**config.mk**
```make
export PLATFORM = sky130hd
export DESIGN_NAME = byte_frame_receiver_core
export DESIGN_NICKNAME = d
export VERILOG_FILES = /design/src/rtl/core/bfr_pkg.sv /design/src/rtl/core/bfr_ram.sv /design/src/rtl/core/bfr_rx.sv /design/src/rtl/core/bfr_emit.sv /design/src/rtl/core/byte_frame_receiver_core.sv
export SDC_FILE = /design/constraint.sdc
export NUM_CORES = 1
export LEC_CHECK = 0
export ABC_AREA = 1
export BUFFER_PORTS_ARGS = -buffer_cell sky130_fd_sc_hd__buf_2
export CORE_MARGIN = 1
export CORE_UTILIZATION = 45
export CTS_CLUSTER_SIZE = 40
export DETAILED_ROUTE_END_ITERATION = 10
export PLACE_DENSITY_LB_ADDON = 0.1
export SLEW_MARGIN = 5
export SYNTH_ARGS = -nofsm -noshare
export SYNTH_HDL_FRONTEND = slang
export SYNTH_SLANG_ARGS = --single-unit
export TNS_END_PERCENT = 10
```
**constraint.sdc**
```tcl
create_clock -name clk -period 8.9 [get_ports clk]
set_clock_uncertainty 0.15 [all_clocks]
set_input_delay 0.89 -clock clk [delete_from_list [all_inputs] [get_ports clk]]
set_output_delay 0.89 -clock clk [all_outputs]
set_load 0.02 [all_outputs]
```
**src/rtl/core/bfr_pkg.sv**
```systemverilog
`timescale 1ns / 1ps

package bfr_pkg;

  localparam int unsigned BYTE_W     = 8;
  localparam int unsigned CFG_IDX_W  = 8;
  localparam int unsigned OUT_LEN_W  = 6;

  // frame layout: header, command, length, payload..., checksum, tail
  localparam int unsigned CMD_POS        = 1;
  localparam int unsigned LENGTH_POS     = 2;
  localparam int unsigned PAYLOAD_START  = 3;
  localparam int unsigned FRAME_OVERHEAD = 5;

  // position arithmetic width: length (8b) + overhead, no wrap
  localparam int unsigned POS_W = 10;

  localparam logic [CFG_IDX_W-1:0] REG_HEADER = CFG_IDX_W'(0);
  localparam logic [CFG_IDX_W-1:0] REG_TAIL   = CFG_IDX_W'(1);

  localparam logic [BYTE_W-1:0] HEADER_RST = 8'hAA;
  localparam logic [BYTE_W-1:0] TAIL_RST   = 8'h55;

  // handoff from receiver to emitter when a frame checks out
  typedef struct packed {
    logic              start;
    logic [BYTE_W-1:0] cmd;
    logic [BYTE_W-1:0] plen;
  } frame_info_t;

endpackage

```
**src/rtl/core/bfr_ram.sv**
```systemverilog
`timescale 1ns / 1ps

module bfr_ram #(
  parameter int unsigned WIDTH = 8,
  parameter int unsigned DEPTH = 64
) (
  input  logic                     clk,
  input  logic                     we,
  input  logic [$clog2(DEPTH)-1:0] waddr,
  input  logic [WIDTH-1:0]         wdata,
  input  logic [$clog2(DEPTH)-1:0] raddr,
  output logic [WIDTH-1:0]         rdata
);

  logic [WIDTH-1:0] mem [DEPTH];
  logic [WIDTH-1:0] rdata_r;

  always_ff @(posedge clk) begin
    if (we) begin
      mem[waddr] <= wdata;
    end
    rdata_r <= mem[raddr];
  end

  assign rdata = rdata_r;

endmodule

```
**src/rtl/core/bfr_rx.sv**
```systemverilog
`timescale 1ns / 1ps

module bfr_rx #(
  parameter int unsigned STORE_BYTES = 64
) (
  input  logic                         clk,
  input  logic                         rst_n,
  input  logic                         byte_acc,
  input  logic [bfr_pkg::BYTE_W-1:0]   rx_byte,
  input  logic [bfr_pkg::BYTE_W-1:0]   header_byte,
  input  logic [bfr_pkg::BYTE_W-1:0]   tail_byte,
  output logic                         ram_we,
  output logic [$clog2(STORE_BYTES)-1:0] ram_waddr,
  output logic [bfr_pkg::BYTE_W-1:0]   ram_wdata,
  output bfr_pkg::frame_info_t         info
);

  localparam int unsigned AW = $clog2(STORE_BYTES);
  localparam int unsigned IW = $clog2(STORE_BYTES + 1);
  localparam int unsigned PW = bfr_pkg::POS_W;
  localparam int unsigned BW = bfr_pkg::BYTE_W;

  logic          in_frame_r, in_frame_nxt;
  logic [IW-1:0] wi_r, wi_nxt;
  logic [BW-1:0] cmd_r, cmd_nxt;
  logic [BW-1:0] len_r, len_nxt;
  logic [BW-1:0] sum_r, sum_nxt;
  logic          ck_ok_r, ck_ok_nxt;

  logic [PW-1:0] pos;
  logic [PW-1:0] ck_pos;
  logic [PW-1:0] tail_pos;
  logic          full;
  logic          start;

  assign pos      = PW'(wi_r);
  assign ck_pos   = PW'(len_r) + PW'(bfr_pkg::PAYLOAD_START);
  assign tail_pos = ck_pos + PW'(1);
  assign full     = (wi_r >= IW'(STORE_BYTES));

  always_comb begin
    in_frame_nxt = in_frame_r;
    wi_nxt       = wi_r;
    cmd_nxt      = cmd_r;
    len_nxt      = len_r;
    sum_nxt      = sum_r;
    ck_ok_nxt    = ck_ok_r;
    ram_we       = 1'b0;
    start        = 1'b0;
    if (byte_acc) begin
      if (!in_frame_r) begin
        if (rx_byte == header_byte) begin
          ram_we       = 1'b1;
          wi_nxt       = IW'(1);
          in_frame_nxt = 1'b1;
        end
      end else if (full) begin
        // overflow: frame abandoned, this byte dropped
        in_frame_nxt = 1'b0;
      end else begin
        ram_we = 1'b1;
        wi_nxt = wi_r + IW'(1);
        if (pos == PW'(bfr_pkg::CMD_POS)) begin
          cmd_nxt = rx_byte;
        end else if (pos == PW'(bfr_pkg::LENGTH_POS)) begin
          len_nxt = rx_byte;
          sum_nxt = '0;
        end else if (pos < ck_pos) begin
          sum_nxt = sum_r + rx_byte;
        end else if (pos == ck_pos) begin
          ck_ok_nxt = (rx_byte == sum_r);
        end else if (pos == tail_pos) begin
          in_frame_nxt = 1'b0;
          start        = ck_ok_r && (rx_byte == tail_byte);
        end
      end
    end
  end

  always_ff @(posedge clk) begin
    if (!rst_n) begin
      in_frame_r <= 1'b0;
      wi_r       <= '0;
    end else begin
      in_frame_r <= in_frame_nxt;
      wi_r       <= wi_nxt;
    end
    cmd_r   <= cmd_nxt;
    len_r   <= len_nxt;
    sum_r   <= sum_nxt;
    ck_ok_r <= ck_ok_nxt;
  end

  // header lands at 0; otherwise wi_r < STORE_BYTES whenever we write
  assign ram_waddr  = in_frame_r ? wi_r[AW-1:0] : '0;
  assign ram_wdata  = rx_byte;
  assign info.start = start;
  assign info.cmd   = cmd_r;
  assign info.plen  = len_r;

endmodule

```
**src/rtl/core/bfr_emit.sv**
```systemverilog
`timescale 1ns / 1ps

module bfr_emit #(
  parameter int unsigned STORE_BYTES = 64
) (
  input  logic                           clk,
  input  logic                           rst_n,
  input  bfr_pkg::frame_info_t           info,
  output logic                           busy,
  output logic [$clog2(STORE_BYTES)-1:0] ram_raddr,
  input  logic [bfr_pkg::BYTE_W-1:0]     ram_rdata,
  output logic                           out_valid,
  input  logic                           out_ready,
  output logic [bfr_pkg::BYTE_W-1:0]     out_command,
  output logic [bfr_pkg::OUT_LEN_W-1:0]  out_payload_length,
  output logic [bfr_pkg::OUT_LEN_W-1:0]  out_byte_index,
  output logic [bfr_pkg::BYTE_W-1:0]     out_data,
  output logic                           out_last
);

  localparam int unsigned AW = $clog2(STORE_BYTES);
  localparam int unsigned BW = bfr_pkg::BYTE_W;
  localparam int unsigned LW = bfr_pkg::OUT_LEN_W;
  localparam int unsigned CW = BW + 1;

  localparam logic [1:0] EM_IDLE = 2'd0;
  localparam logic [1:0] EM_RD   = 2'd1;
  localparam logic [1:0] EM_LD   = 2'd2;
  localparam logic [1:0] EM_HOLD = 2'd3;

  logic [1:0]    state_r, state_nxt;
  logic [AW-1:0] k_r, k_nxt;
  logic [BW-1:0] cmd_r, cmd_nxt;
  logic [BW-1:0] plen_r, plen_nxt;
  logic [BW-1:0] data_r, data_nxt;
  logic [LW-1:0] len_o_r, len_o_nxt;
  logic [LW-1:0] idx_r, idx_nxt;
  logic          last_r, last_nxt;

  always_comb begin
    state_nxt = state_r;
    k_nxt     = k_r;
    cmd_nxt   = cmd_r;
    plen_nxt  = plen_r;
    data_nxt  = data_r;
    len_o_nxt = len_o_r;
    idx_nxt   = idx_r;
    last_nxt  = last_r;
    unique case (state_r)
      EM_IDLE: begin
        if (info.start) begin
          cmd_nxt   = info.cmd;
          plen_nxt  = info.plen;
          len_o_nxt = info.plen[LW-1:0];
          k_nxt     = '0;
          if (info.plen == '0) begin
            // empty payload: single marker beat
            data_nxt  = '0;
            idx_nxt   = '0;
            last_nxt  = 1'b1;
            state_nxt = EM_HOLD;
          end else begin
            state_nxt = EM_RD;
          end
        end
      end
      EM_RD: begin
        state_nxt = EM_LD;
      end
      EM_LD: begin
        data_nxt  = ram_rdata;
        idx_nxt   = LW'(k_r);
        last_nxt  = (CW'(k_r) + CW'(1)) == CW'(plen_r);
        state_nxt = EM_HOLD;
      end
      EM_HOLD: begin
        if (out_ready) begin
          if (last_r) begin
            state_nxt = EM_IDLE;
          end else begin
            k_nxt     = k_r + AW'(1);
            state_nxt = EM_RD;
          end
        end
      end
      default: state_nxt = EM_IDLE;
    endcase
  end

  always_ff @(posedge clk) begin
    if (!rst_n) begin
      state_r <= EM_IDLE;
    end else begin
      state_r <= state_nxt;
    end
    k_r     <= k_nxt;
    cmd_r   <= cmd_nxt;
    plen_r  <= plen_nxt;
    data_r  <= data_nxt;
    len_o_r <= len_o_nxt;
    idx_r   <= idx_nxt;
    last_r  <= last_nxt;
  end

  assign ram_raddr          = AW'(bfr_pkg::PAYLOAD_START) + k_r;
  assign busy               = (state_r != EM_IDLE);
  assign out_valid          = (state_r == EM_HOLD);
  assign out_command        = cmd_r;
  assign out_payload_length = len_o_r;
  assign out_byte_index     = idx_r;
  assign out_data           = data_r;
  assign out_last           = last_r;

endmodule

```
**src/rtl/core/byte_frame_receiver_core.sv**
```systemverilog
`timescale 1ns / 1ps

// Channel | Direction | Handshake             | Payload
// in      | input     | in_valid / in_ready   | in_byte[7:0]
// out     | output    | out_valid / out_ready | out_command, out_payload_length,
//         |           |                       | out_byte_index, out_data, out_last
// cfg     | input     | cfg_valid / cfg_ready | cfg_index[7:0], cfg_data[7:0]
//
// Receive: one byte beat per cycle while in_ready is high; hunt, store write, running
// sum and compares on arrival. Emit: a good frame stalls the input; each result beat
// steps through a registered frame store read, output load and hold, the hold lasting
// until out_ready. An empty payload gives its single beat in the cycle after the tail.
// Reset: synchronous active low; clears framing and emit state, loads
// header 0xAA and tail 0x55. Frame store has no reset. cfg_ready is always 1.

module byte_frame_receiver_core #(
  parameter int unsigned STORE_BYTES = 64
) (
  input  logic        clk,
  input  logic        rst_n,

  input  logic        in_valid,
  output logic        in_ready,
  input  logic [7:0]  in_byte,

  output logic        out_valid,
  input  logic        out_ready,
  output logic [7:0]  out_command,
  output logic [5:0]  out_payload_length,
  output logic [5:0]  out_byte_index,
  output logic [7:0]  out_data,
  output logic        out_last,

  input  logic        cfg_valid,
  output logic        cfg_ready,
  input  logic [7:0]  cfg_index,
  input  logic [7:0]  cfg_data
);

  localparam int unsigned AW = $clog2(STORE_BYTES);
  localparam int unsigned BW = bfr_pkg::BYTE_W;

  logic [BW-1:0] header_r, header_nxt;
  logic [BW-1:0] tail_r, tail_nxt;

  logic                 emit_busy;
  logic                 byte_acc;
  logic                 ram_we;
  logic [AW-1:0]        ram_waddr;
  logic [BW-1:0]        ram_wdata;
  logic [AW-1:0]        ram_raddr;
  logic [BW-1:0]        ram_rdata;
  bfr_pkg::frame_info_t info;

  // config registers; writes to unknown indexes are ignored
  assign cfg_ready = 1'b1;

  always_comb begin
    header_nxt = header_r;
    tail_nxt   = tail_r;
    if (cfg_valid) begin
      unique case (cfg_index)
        bfr_pkg::REG_HEADER: header_nxt = cfg_data;
        bfr_pkg::REG_TAIL:   tail_nxt   = cfg_data;
        default: ;
      endcase
    end
  end

  always_ff @(posedge clk) begin
    if (!rst_n) begin
      header_r <= bfr_pkg::HEADER_RST;
      tail_r   <= bfr_pkg::TAIL_RST;
    end else begin
      header_r <= header_nxt;
      tail_r   <= tail_nxt;
    end
  end

  // input held off while a frame's payload is being sent
  assign in_ready = !emit_busy;
  assign byte_acc = in_valid && in_ready;

  bfr_rx #(
    .STORE_BYTES(STORE_BYTES)
  ) u_rx (
    .clk        (clk),
    .rst_n      (rst_n),
    .byte_acc   (byte_acc),
    .rx_byte    (in_byte),
    .header_byte(header_r),
    .tail_byte  (tail_r),
    .ram_we     (ram_we),
    .ram_waddr  (ram_waddr),
    .ram_wdata  (ram_wdata),
    .info       (info)
  );

  bfr_ram #(
    .WIDTH(BW),
    .DEPTH(STORE_BYTES)
  ) u_store (
    .clk  (clk),
    .we   (ram_we),
    .waddr(ram_waddr),
    .wdata(ram_wdata),
    .raddr(ram_raddr),
    .rdata(ram_rdata)
  );

  bfr_emit #(
    .STORE_BYTES(STORE_BYTES)
  ) u_emit (
    .clk               (clk),
    .rst_n             (rst_n),
    .info              (info),
    .busy              (emit_busy),
    .ram_raddr         (ram_raddr),
    .ram_rdata         (ram_rdata),
    .out_valid         (out_valid),
    .out_ready         (out_ready),
    .out_command       (out_command),
    .out_payload_length(out_payload_length),
    .out_byte_index    (out_byte_index),
    .out_data          (out_data),
    .out_last          (out_last)
  );

endmodule

```
==> results.sh, run 1 <==
export IMPL_clk_latency_ns=0.65
export IMPL_start_util=0.459
export IMPL_synthArstFlopShare=0
export IMPL_ctsResizeCount=0
export IMPL_syn_to_final_growth_pct=10.8
export IMPL_end_kind="flip-flop"
export IMPL_irDropWorstVdd_v=0.000206
export IMPL_rows=86
export IMPL_whs_ns=0.274
export IMPL_yosys_warnings=0
export IMPL_cp_slowest_cell="nor2_1"
export IMPL_setup_viol=0
export IMPL_crit_buf_inv=3
export IMPL_crit_required_ns=9.01
export IMPL_slew_headroom=0.216
export IMPL_io_buffers=59
export IMPL_crit_chain="buf_2, buf_4, inv_1, nand2_1, nand4_1, nor4_1, nand3_1, nand2_1, nand4_1, nor2_1"
export IMPL_cts_buffers=61
export IMPL_grt_total_usage=0.236
export IMPL_path_clk_slew_ns=0.06
export IMPL_clkPwrFrac=0.281
export IMPL_worstMarginPinSlew_ns=1.17
export IMPL_design_area_sq_um=28200
export IMPL_synth_top_area_share=0.676
export IMPL_power_leakage_nw=9.53
export IMPL_place_gp_congestion=0.887
export IMPL_p_comb_frac=0.347
export IMPL_power_net_switching_mw=3.24
export IMPL_core_sq_um=55500
export IMPL_place_area_sq_um=26400
export IMPL_diodes=0
export IMPL_route_detailed_drc=0
export IMPL_hpwl_mm=41.5
export IMPL_final_max_slew_viol_count=0
export IMPL_post_cts_buffers=0
export IMPL_synth_edff_count=574
export IMPL_cts_tree="built"
export IMPL_yosysMostFrequentCell="edfxtp_1"
export IMPL_start_kind="input pin"
export IMPL_path_class="input pin to flip-flop"
export IMPL_ys_ff_latch=608
export IMPL_rrSetupSlack_ns=4.84
export IMPL_clock_sinks=608
export IMPL_grt_pass1_wl_mm=99.6
export IMPL_avgSynthCellArea_sq_um=12.8
export IMPL_syn_num_nets=2044
export IMPL_synth_area_leader_cell="edfxtp_1"
export IMPL_multi_input_area_sq_um=6650
export IMPL_final_util=0.509
export IMPL_vias_per_cell=5.73
export IMPL_syn_area_sq_um=25500
export IMPL_critPathTopFamily="simple AND/OR/NAND/NOR gates"
export IMPL_synth_area_top_cells="edfxtp_1, nor2_1, o21ai_0, dfxtp_1, mux2i_1"
export IMPL_seq_power_share=0.372
export IMPL_clockBufferDepth=3
export IMPL_fin_nets=2068
export IMPL_drive_gt1_frac=0.107
export IMPL_p_int_mw=5.45
export IMPL_antenna_found_initial=1
export IMPL_yosys_top_cells_count="edfxtp_1, nor2_1, o21ai_0"
export IMPL_synth_top_flop_cell="edfxtp_1"
export IMPL_wl_per_cell_um=23.8
export IMPL_hold_path_class="flip-flop to flip-flop"
export IMPL_cts_htree_levels=2
export IMPL_slowest_delay_ns=0.72
export IMPL_dr_pass1_iters=8
export IMPL_drt_iter0_markers=1292
export IMPL_rsz0062_at_grt="no"
export IMPL_worstPathArrival_ns=4.32
export IMPL_synth_cell_type_count=45
export IMPL_grt_pass1_vias=15700
export IMPL_seq_area_sq_um=17900
export IMPL_die_y_um=240
export IMPL_switching_share=0.372
export IMPL_status="completed"
export IMPL_die_w_um=240
export IMPL_syn_inst=1990
export IMPL_yosysSeqAreaShare=0.703
export IMPL_powerDensity_nw_per_um2=308
export IMPL_n_fill_cell=4886
export IMPL_maxCapViolations=0
export IMPL_grt_max_degree=196
export IMPL_cp_max_fo=31
export IMPL_clock_root_buffer="clkbuf_16"
export IMPL_hold_viol=0
export IMPL_timing_final_crit_period_ns=4.21
export IMPL_ant_nets=0
export IMPL_max_freq_mhz=238
export IMPL_holdBufCountCts=0
export IMPL_finalCritPeriodShare=0.473
export IMPL_io_pins=61
export IMPL_wirelength_mm=66.8
export IMPL_dieArea_sq_um=57600
export IMPL_dr_total_vias=16100
export IMPL_tns_ns=0
export IMPL_power_mw=8.69
export IMPL_grt_overflow=0
[power groups by stage]
stage               clock network (mW)  registers [mW]  logic [mW]
floorplan                            0            3.27        2.09
global placement                     0            3.29        2.96
detailed placement                   0            3.29        2.99
CTS                               2.48            3.23        3.00
global route                      2.58            3.23        3.26
finish                            2.44            3.23        3.02
[stage by stage]
step,setup slack [ns],instances
finish,4.69,2810
global route,4.53,2810
CTS,4.80,2810
detailed placement,4.14,2699
global placement,4.25,2699
floorplan,5.82,1990
[metal layers]
| layer | wire length [um] | GRT usage | part of all wire | vias to the layer above |
|---|---|---|---|---|
| li1 | - | - | - | 7388 |
| met1 | 29000 | 0.324 | 0.44 | 8016 |
| met2 | 31600 | 0.383 | 0.47 | 588 |
| met3 | 4230 | 0.0354 | 0.063 | 103 |
| met4 | 1920 | 0.0778 | 0.029 | 0 |
| met5 | 0 | 0 | 0 | - |
[cells by family (layout without fill, tap and decap cells)]
group           Yosys count  in the layout  synth area share
compound gates          379            379             0.102
xor+xnor                 25             25           0.00918
fa+ha+maj                25             25            0.0126
buf+inv                 225            297            0.0375
flops                   608            608             0.703
mux                      64             64            0.0251
other cells               1              1          0.000147
simple gates            663            663             0.110
[final cells by class]
type | count | share of cell area
inverter | 104 | 0.0140
tap | 748 | 0.0331
timing repair buffer | 82 | 0.0170
multi-input combinational | 1157 | 0.235
clock buffer | 72 | 0.0563
sequential | 608 | 0.634
clock inverter | 39 | 0.00979
[worst register-to-register path, cell delays in order, from the launching register on]
cell	delay, ns
edfxtp_1	0.45
inv_6	0.58
ha_4	0.82
buf_4	0.79
o32ai_1	0.29
o211ai_1	0.30
nand3_1	0.22
nand3_1	0.26
nand2_1	0.08
[flip-flops by register name (all words and copies together) (netlist names), 7 cells and up]
signal and cells:
u_emit.out_data 8, u_emit.out_command 8, u_rx.cmd_r 8, u_rx.len_r 8, header_r 8, tail_r 8, u_emit.plen_r 8, u_store.mem 512
u_rx.sum_r 8, u_rx.wi_r 7, u_store.rdata 8
[cells in the final DEF (no fill, tap or decap), types with 22 or more instances in the layout]
master and count:
buf_4 22, inv_1 92, nand2_1 139, nand3_1 78
dfxtp_1 34, o21ai_0 146, o221ai_1 64, clkinv_1 22
o32ai_1 64, nor2_1 379, ha_1 23, edfxtp_1 574
buf_2 59, o211ai_1 72, clkbuf_16 62, mux2i_1 64
[path summary, 6_finish.rpt]
kind,cells past startpoint,end,from
worst min-delay path,0,u_emit.out_command[1]$_DFFE_PP_,u_rx.cmd_r[1]$_DFFE_PP_
worst min register to register,0,u_emit.out_command[1]$_DFFE_PP_,u_rx.cmd_r[1]$_DFFE_PP_
worst max register to register,8,u_store.rdata[4]$_DFF_P_,u_emit.k_r[0]$_SDFFCE_PN0P_
worst max-delay path,10,u_store.mem[40][3]$_DFFE_PP_,in_byte[3]
No activity file was read; power rests on OpenSTA's default activity.
==> run 2: changes to the inputs <==
Settings changed: ABC_AREA 1 to 0.
Clock period 8.9 ns to 4.14 ns, I/O delays scaled along.
==> run 2 against run 1 <==
Combinational power down 94%. Setup slack worse by 4.3 ns. Largest cell class unchanged. Routed wire length down 13%. Sequential cell count unchanged. Register-to-register slack worse by 4.5 ns. Cell area up 1.4%.
==> results.sh, run 2 <==
export IMPL_status="completed"
export IMPL_dieArea_sq_um=55800
export IMPL_slew_headroom=0.406
export IMPL_rsz0062_at_grt="no"
export IMPL_multi_input_area_sq_um=6470
export IMPL_start_kind="flip-flop"
export IMPL_core_sq_um=54000
export IMPL_power_leakage_nw=9.25
export IMPL_post_cts_buffers=0
export IMPL_syn_num_nets=1318
export IMPL_wirelength_mm=58.1
export IMPL_ant_nets=0
export IMPL_synth_top_area_share=0.698
export IMPL_clockBufferDepth=3
export IMPL_seq_area_sq_um=17900
export IMPL_start_util=0.457
export IMPL_layout_commonest_cell="edfxtp_1"
export IMPL_fin_nets=1486
export IMPL_grt_pass1_wl_mm=85.7
export IMPL_yosysSeqAreaShare=0.726
export IMPL_path_clk_slew_ns=0.06
export IMPL_crit_required_ns=4.24
export IMPL_rows=85
export IMPL_tns_ns=0
export IMPL_grt_pass1_vias=12600
export IMPL_ys_ff_latch=608
export IMPL_cts_htree_levels=3
export IMPL_largest_register="u_store.mem"
export IMPL_finalCritPeriodShare=0.915
export IMPL_hold_path_class="input pin to flip-flop"
export IMPL_synth_cell_type_count=59
export IMPL_avgSynthCellArea_sq_um=19.5
export IMPL_die_y_um=236
export IMPL_synth_top_flop_cell="edfxtp_1"
export IMPL_maxCapViolations=0
export IMPL_max_freq_mhz=264
export IMPL_drive_gt1_frac=0.288
export IMPL_yosys_top_cells_count="edfxtp_1, mux4_2, nor2_1"
export IMPL_cts_tree="built"
export IMPL_drt_iter0_markers=1043
export IMPL_io_pins=61
export IMPL_dr_total_vias=12300
export IMPL_worstMarginPinSlew_ns=0.888
export IMPL_grt_total_usage=0.215
export IMPL_synth_area_top_cells="edfxtp_1, mux4_2, dfxtp_1, nor2_1, ha_1"
export IMPL_vias_per_cell=5.65
export IMPL_antenna_found_initial=5
export IMPL_place_gp_congestion=0.790
export IMPL_setup_viol=0
export IMPL_cp_max_fo=15
export IMPL_wl_per_cell_um=26.7
export IMPL_end_kind="flip-flop"
export IMPL_largest_register_ffs=512
export IMPL_path_class="flip-flop to flip-flop"
export IMPL_synthArstFlopShare=0
export IMPL_syn_to_final_growth_pct=15.9
export IMPL_io_buffers=59
export IMPL_ctsResizeCount=0
export IMPL_synth_area_leader_cell="edfxtp_1"
export IMPL_hold_viol=0
export IMPL_grt_max_degree=70
export IMPL_clk_latency_ns=0.59
export IMPL_irDropWorstVdd_v=0.000340
export IMPL_die_w_um=236
export IMPL_n_fill_cell=4257
export IMPL_syn_area_sq_um=24700
export IMPL_worstPathArrival_ns=3.89
export IMPL_powerDensity_nw_per_um2=446
export IMPL_power_mw=12.8
export IMPL_dr_pass1_iters=5
export IMPL_timing_final_crit_period_ns=3.79
export IMPL_syn_inst=1264
export IMPL_hpwl_mm=36.3
export IMPL_synth_edff_count=574
export IMPL_final_max_slew_viol_count=0
export IMPL_clock_sinks=608
export IMPL_yosysMostFrequentCell="edfxtp_1"
export IMPL_grt_overflow=0
export IMPL_final_cell_mix="edfxtp_1, mux4_2, buf_4"
export IMPL_cts_buffers=66
export IMPL_clock_root_buffer="clkbuf_16"
export IMPL_route_detailed_drc=0
export IMPL_diodes=0
export IMPL_yosys_warnings=0
export IMPL_holdBufCountCts=8
[run 2: layout make-up]
| type | count | area share |
|---|---|---|
| Sequential cell | 608 | 0.626 |
| Clock inverter | 36 | 0.0128 |
| Tap cell | 696 | 0.0304 |
| Multi-Input combinational cell | 574 | 0.226 |
| Clock buffer | 80 | 0.0621 |
| Timing Repair Buffer | 164 | 0.0403 |
| Inverter | 18 | 0.00236 |
[run 2: where the power goes]
group	leakage [nW]	switching (mW)	internal (mW)	total (mW)
sequential	5.49	0.000234	6.72	6.72
clock	1.06	2.33	3.54	5.87
combinational	2.70	0.132	0.0385	0.171
total	9.25	2.46	10.3	12.8
[run 2: path summary, 6_finish.rpt]
kind	startpoint	endpoint	slack, ns	cells after the start
worst max-delay path	u_rx.len_r[0]$_DFFE_PP_	u_emit.out_byte_index[4]$_SDFFCE_PP0P_	0.35	10
worst min-delay path	rst_n	tail_r[2]$_SDFFE_PN1P_	0.06	2
worst max register to register	u_rx.len_r[0]$_DFFE_PP_	u_emit.out_byte_index[4]$_SDFFCE_PP0P_	0.35	10
worst min register to register	u_rx.cmd_r[7]$_DFFE_PP_	u_emit.out_command[7]$_DFFE_PP_	0.27	0
[run 2: metrics by stage]
step / hold slack (ns) / setup slack (ns) / area (sq um) / util / std cells
3_5_place_dp: 0.255 / 0.415 / 26400 / 0.489 / 2052
4_1_cts: 0.0217 / 0.387 / 28600 / 0.530 / 2176
3_3_place_gp: 0.254 / 0.459 / 26400 / 0.489 / 2052
2_1_floorplan: 0.250 / 0.168 / 24700 / - / 1264
5_1_grt: 0.0713 / 0.161 / 28600 / 0.530 / 2176
6_report: 0.0605 / 0.351 / 28600 / 0.530 / 2176
[run 2: logic make-up (layout without fill, tap and decap cells)]
family,count (synthesis),count (layout),synth area share
AO/OA/AOI/OAI,51,51,0.0141
XOR/XNOR,51,51,0.0186
adder cells (fa/ha/maj),25,25,0.0130
buffers and inverters,82,298,0.0141
flip-flops,608,608,0.726
multiplexers,189,189,0.162
other,1,1,0.000152
AND/OR/NAND/NOR,257,257,0.0527
[run 2: worst max-delay path, stage by stage (launching register included)]
cell       delay (ns)
edfxtp_1         0.38
inv_1            0.09
ha_1             0.47
nand4b_1         0.21
a311o_1          0.44
and3_1           0.19
or4b_4           0.52
a2111oi_2        0.44
nand2_1          0.12
o22ai_2          0.12
buf_4            0.31
[run 2: per-layer routing]
metal  up-vias  wire length [um]  global-route usage
li1       5445                 -                   -
met1      6449             25300               0.298
met2       314             28600               0.352
met3        81              3140              0.0384
met4         4              1120              0.0604
met5         -                30                   0
